## src/sv/bmss_pkg.sv

```systemverilog
`default_nettype none
package bmss_pkg;
  localparam int DEF_MAX_SYMBOLS = 26;
  localparam int DEF_WORD_LIMIT  = 25;
  localparam int DEF_COUNT_WIDTH = 16;
  localparam int SYM_W = 5;
  localparam int RND_W = 32;
  localparam int ALPHA_LIMIT = 26;
endpackage
`default_nettype wire

```

## src/sv/bmss_mod.sv

```systemverilog
`default_nettype none
module bmss_mod #(
  parameter int CW = 16
) (
  input  wire logic                      clk,
  input  wire logic                      rst_n,
  input  wire logic                      go,
  input  wire logic [bmss_pkg::RND_W-1:0] dividend,
  input  wire logic [CW-1:0]             divisor,
  output logic                           done,
  output logic      [CW-1:0]             rem
);
  import bmss_pkg::*;
  localparam int NW = $clog2(RND_W + 1);

  logic [RND_W-1:0] q_r;
  logic [CW-1:0]    d_r;
  logic [CW-1:0]    rem_r;
  logic [NW-1:0]    cnt_r;
  logic             run_r;
  logic             done_r;
  logic [CW:0]      trial;

  assign trial = {rem_r, q_r[RND_W-1]};

  always_ff @(posedge clk) begin
    if (!rst_n) begin
      run_r  <= 1'b0;
      done_r <= 1'b0;
      cnt_r  <= '0;
    end else begin
      done_r <= 1'b0;
      if (go) begin
        run_r <= 1'b1;
        q_r   <= dividend;
        d_r   <= divisor;
        rem_r <= '0;
        cnt_r <= '0;
      end else if (run_r) begin
        q_r <= {q_r[RND_W-2:0], 1'b0};
        if (trial >= {1'b0, d_r}) begin
          rem_r <= CW'(trial - {1'b0, d_r});
        end else begin
          rem_r <= trial[CW-1:0];
        end
        cnt_r <= cnt_r + 1'b1;
        if (cnt_r == NW'(RND_W - 1)) begin
          run_r  <= 1'b0;
          done_r <= 1'b1;
        end
      end
    end
  end

  assign done = done_r;
  assign rem  = rem_r;
endmodule
`default_nettype wire

```

## config.mk

```make
export PLATFORM = sky130hd
export DESIGN_NAME = bmss_mod
export DESIGN_NICKNAME = d
export VERILOG_FILES = /design/src/sv/bmss_pkg.sv /design/src/sv/bmss_mod.sv
export SDC_FILE = /design/constraint.sdc
export NUM_CORES = 1
export LEC_CHECK = 0
export ABC_AREA = 1
export BUFFER_PORTS_ARGS = -buffer_cell sky130_fd_sc_hd__buf_4
export CORE_ASPECT_RATIO = 1.25
export CORE_MARGIN = 2
export CORE_UTILIZATION = 58
export DETAILED_ROUTE_END_ITERATION = 16
export PLACE_DENSITY = 0.86
export SETUP_SLACK_MARGIN = 0.2
export SYNTH_ARGS = -nofsm -noshare
export SYNTH_HDL_FRONTEND = slang
export SYNTH_SLANG_ARGS = --single-unit
export TNS_END_PERCENT = 100
```

## constraint.sdc

```tcl
create_clock -name clk -period 4.57 [get_ports clk]
set_clock_uncertainty 0.1 [all_clocks]
set_input_delay 0.457 -clock clk [delete_from_list [all_inputs] [get_ports clk]]
set_output_delay 0.457 -clock clk [all_outputs]
set_load 0.005 [all_outputs]
```

Word-level counts from Yosys, hierarchy flattened
Index checks and enable logic that the tools add are counted.
Widths: inputs -> output; s select.
{"block": "word_totals", "regBits": 72, "latchBits": 0, "mem_bits_rw": 0, "rom_bits": 0, "input_bits": 51, "out_inout_bits": 17, "wordCells": 25, "mem_count": 0}
{"block": "op_classes", "addsub": 2, "multipliers": 0, "div": 0, "magnitude_cmp": 1, "eq_ne": 1, "n_shift": 0, "muxes": 8, "bitwise": 2, "reduce_logical": 5}
{"operator": "$mux 32", "n": 2}
{"operator": "$mux 16", "n": 2}
{"operator": "$ge 17x16->1", "n": 1}
{"operator": "$sub 16x16->16", "n": 1}
{"operator": "$add 6x1->6 const B", "n": 1}
{"operator": "$eq 6x5->1 const B", "n": 1}
{"operator": "$mux 1", "n": 4}
{"operator": "$reduce_and 2->1", "n": 2}
{"operator": "$reduce_or 3->1", "n": 1}
{"operator": "$not 1->1", "n": 2}
{"operator": "$reduce_bool 2->1", "n": 1}
{"operator": "$reduce_or 2->1", "n": 1}

Logic depth before layout (Yosys ltp)
{"block": "logic_depth", "word_depth": 4, "ltp_mapped": 15, "depth_no_buf": 13}

Least setup slack after synthesis
Ideal clock, no wire load.
{"block": "synth_path", "kind": "in2reg", "startpoint": "input port go", "endpoint": "register q_r[0], enable pin", "setup_time_ps": 407, "arrival_ps": 1820, "required_time_ps": 4063, "path_slack_ps": 2242, "path_stages": 3, "n_path_buf": 1, "cell_sequence": "clkbuf_1 nand2_1 nand2_1"}
{"block": "synth_via", "elab_chain_len": 2}
{"element": "start, declared", "line": "bmss_mod.sv:7", "text": "input wire logic go,"}
{"element": "$reduce_bool 2->1 (no source line)"}
{"element": "$reduce_and 2->1 (no source line)"}
{"element": "end signal, assigned", "line": "bmss_mod.sv:35", "text": "q_r <= dividend;"}
{"element": "end signal, assigned", "line": "bmss_mod.sv:40", "text": "q_r <= {q_r[RND_W-2:0], 1'b0};"}
{"element": "end, declared", "line": "bmss_mod.sv:16", "text": "logic [RND_W-1:0] q_r;"}
No other way between the ends.
A chain may end at the register's enable or synchronous reset.

Final worst setup path
{"block": "layout_path", "startpoint": "register rem_r[3], in the netlist rem[3]", "endpoint": "register rem_r[1], in the netlist rem[1] (data pin)"}
{"block": "layout_via", "elab_chain_len": 3}
{"element": "start, declared", "line": "bmss_mod.sv:18", "text": "logic [CW-1:0] rem_r;"}
{"element": "start signal, assigned", "line": "bmss_mod.sv:42", "text": "rem_r <= CW'(trial - {1'b0, d_r});"}
{"element": "start signal, assigned", "line": "bmss_mod.sv:44", "text": "rem_r <= trial[CW-1:0];"}
{"element": "$ge 17x16->1", "line": "bmss_mod.sv:41", "text": "if (trial >= {1'b0, d_r}) begin"}
{"element": "$mux 16", "line": "bmss_mod.sv:41"}
{"element": "$mux 16", "line": "bmss_mod.sv:39", "text": "end else if (run_r) begin"}
No other way between the ends. The select of a mux whose other input is x is not followed.

==> metrics.md <==
| Metric | Value |
|---|---|
| Status | `finished clean` |
| Initial antenna violation count | `0` |
| Hold_buf cts | `0` |
| Cell Count, Final, Fillers Out | `just under 700` |
| Placed standard-cell area | `approximately 0.0047 mm2` |
| Worst path required time | `between 4000 and 5000 ps` |
| FMAX | `~400 MHz` |
| Hold WS | `181 ps` |
| Pwr per Cell Area | `roughly 400 mW/mm2` |
| Worst setup slack after placement | `2090 ps` |
| Vias | `3577` |
| Post-route ant nets | `0` |
| Max VDD drop | `between 0.0002 and 0.00025 V` |
| Critical Path Fanout Max | `13` |
| Fill count | `around 550` |
| Setup TNS | `0 ps` |
| Critical Path AT | `between 2000 and 3000 ps` |
| Area of the core | `0.00698 mm2` |
| Antenna fix cells | `0` |
| First-pass GRT wire length | `approximately 15000 um` |
| Crit end category | `flop` |
| Final period util | `0.563` |
| Worst skew pair latency | `350 ps` |
| Syn Inst Count | `524` |
| Max-cap violations | `0` |
| Worst-path cell chain | `ha_1 -> nand2_1 -> nand2_1 -> inv_1 -> nand2_1 -> nand2_1 -> nand3_2 -> nand2_2 -> nand2_2 -> inv_2 -> nor2_1 -> nor2_1` |
| GPL Wtd Cong | `roughly 0.95` |
| Clock tree from TritonCTS | `done` |
| Total GRT Usage | `0.247` |
| Netlist Area Pre-Place | `between 0.004 and 0.005 mm2` |
| Sequential-to-total area share from yosys stat | `0.498` |
| Fraction of layout cells with a size suffix above 1 | `0.170` |
| Unrepaired setup endpoints after global routing | `false` |
| Post-route cell area | `between 0.004 and 0.005 mm2` |
| IO Count | `between 60 and 70` |
| Lkg Pwr | `about 2.5 nW` |
| Residual DRC | `0` |
| Pwr Total | `1.93 mW` |
| Nets | `about 660` |
| Synth Warn # | `0` |
| Grt ovf | `0` |
| Setup ws final | `approximately 2000 ps` |
| Crit path largest cell delay | `450 ps` |
| Critical-path cell with the highest stage delay | `edfxtp_1` |
| HP Class | `input port to flop` |
| Clk buf depth | `2` |
| H-tree depth | `3` |
| Period minus WS final | `2570 ps` |
| Clock transition at path regs | `approximately 80 ps` |
| Critical path class | `flop to flop` |
| CTS resizes | `0` |
| Post-CTS setup buffers | `0` |
| CTS Root Cell | `clkbuf_8` |
| Port buffer count | `67` |
| Die X | `around 80 um` |
| Syn_nets | `just under 600` |
| Synth unique cells | `31` |
| Initial drt markers | `roughly 350` |
| Row count | `34` |
| Slew @ Worst Pin | `1120 ps` |
| Die height | `approximately 99 um` |
| Die area | `~0.0079 mm2` |
| Initial Util | `0.599` |
| Clock sinks | `72` |
| Vias per cell | `around 5.2` |
| Final Max Tran Viols | `0` |
| Max-Slew Margin vs Limit | `0.250` |
| Synthesized area per cell | `~8 um2` |
| Total CTS buffers | `9` |
| Vias in the first global route | `3416` |
| Fin util | `0.710` |
| Drt pass-1 iters | `5` |
| Hold Vio Cnt, Final | `0` |
| Post-synthesis register bit count | `72` |
| Total Wirelength | `9280 um` |
| Placed insts | `~670` |
| Area growth, synth to finish | `18.6%` |
| # setup viols final | `0` |
| Routed length per instance | `roughly 14 um` |
| Most used cell, CP | `nand2_1` |
| Post-DP HPWL | `between 6000 and 7000 um` |
| CP Launch Type | `flop` |
| Maximum number of pins on one net before global-route repair | `50` |
cells in the mapped netlist:
master,n,share of area
nand2_1,213,0.19
inv_1,78,0.070
edfxtp_1,64,0.46
nor2_1,44,0.040
nand3_1,28,0.034
ha_1,17,0.051
a21oi_1,11,0.013
dfxtp_1,8,0.038
nand4_1,6,0.0090
clkbuf_1,5,0.0045
nor3_1,5,0.0060
buf_6,4,0.011
inv_2,4,0.0036
nand2_2,4,0.0060
nor2_2,4,0.0060
xor2_1,4,0.0084
buf_1,3,0.0027
nand3_2,3,0.0072
xnor2_1,3,0.0063
and2_1,2,0.0030
buf_2,2,0.0024
nor2_4,2,0.0054
nor3b_1,2,0.0036
a211oi_1,1,0.0018
a31oi_1,1,0.0015
fa_1,1,0.0048
nand3b_1,1,0.0018
nor3_4,1,0.0039
o21a_1,1,0.0018
o21ai_0,1,0.0012
or2_1,1,0.0015
worst max-delay path: cells and delay by family (launching register included):
family,cells,cell delay (ps)
and+or+nand+nor,9,1110
buffers and inverters,2,230
DFF,1,450
adders and majority gates,1,430
layout by cell type, fill, tap and decap left out:
cell type  Yosys  layout
a211oi_1       1       1
a21oi_1       11      11
a31oi_1        1       1
and2_1         2       2
buf_4          0      68
bufinv_16      0       3
clkbuf_1       5       1
clkbuf_8       0       9
clkinv_1       0       1
clkinv_2       0       1
clkinv_4       0       1
dfxtp_1        8       8
edfxtp_1      64      64
fa_1           1       1
ha_1          17      17
inv_1         78      78
inv_2          4       4
nand2_1      213     212
nand2_2        4       5
nand3_1       28      28
nand3_2        3       3
nand3b_1       1       1
nand4_1        6       6
nor2_1        44      44
nor2_2         4       4
nor2_4         2       2
nor3_1         5       5
nor3_4         1       1
nor3b_1        2       2
o21a_1         1       1
o21ai_0        1       1
or2_1          1       1
xnor2_1        3       3
xor2_1         4       4
report_power, final:
part	internal [mW]	switching, mW	leakage (nW)
Combinational	0.193	0.313	1.70
Clock	0.361	0.236	0.118
Sequential	0.795	0.0309	0.686
registers in the layout, summed over array words and instances, names as in the netlist:
name / cells
q_r: 32
rem: 16
run_r: 1
done: 1
d_r: 16
cnt_r: 6
cells by family (layout without fill, tap and decap cells):
kind of cell,after synthesis,count (layout),share of synthesized area
fa+ha+maj,18,18,0.0557
flops,72,72,0.498
simple gates,316,316,0.318
xor+xnor,7,7,0.0147
compound gates,15,15,0.0195
buf+inv,96,166,0.0940
worst paths after layout:
kind	start	to	slack, ps	cells after the start
setup / recovery	rem[3]	rem[1]	2000	12
hold / removal	divisor[2]	d_r[2]	180	1
setup reg to reg	rem[3]	rem[1]	2000	12
hold reg to reg	cnt_r[5]	cnt_r[5]	390	2
per-layer routing:
metal | track usage | wire (um)
met1 | 0.289 | 3590
met2 | 0.431 | 4920
met3 | 0.0522 | 557
met4 | 0.110 | 209
met5 | 0 | 0
cell type report:
class	count	area (um2)	area share
Tap cell	90	113	0.0227
Multi-Input combinational cell	356	1710	0.344
Clock inverter	6	108	0.0217
Timing Repair Buffer	68	510	0.103
Clock buffer	10	128	0.0258
Inverter	82	308	0.0621
Sequential cell	72	2080	0.420
Note: power is estimated with default switching activity, not from simulation.
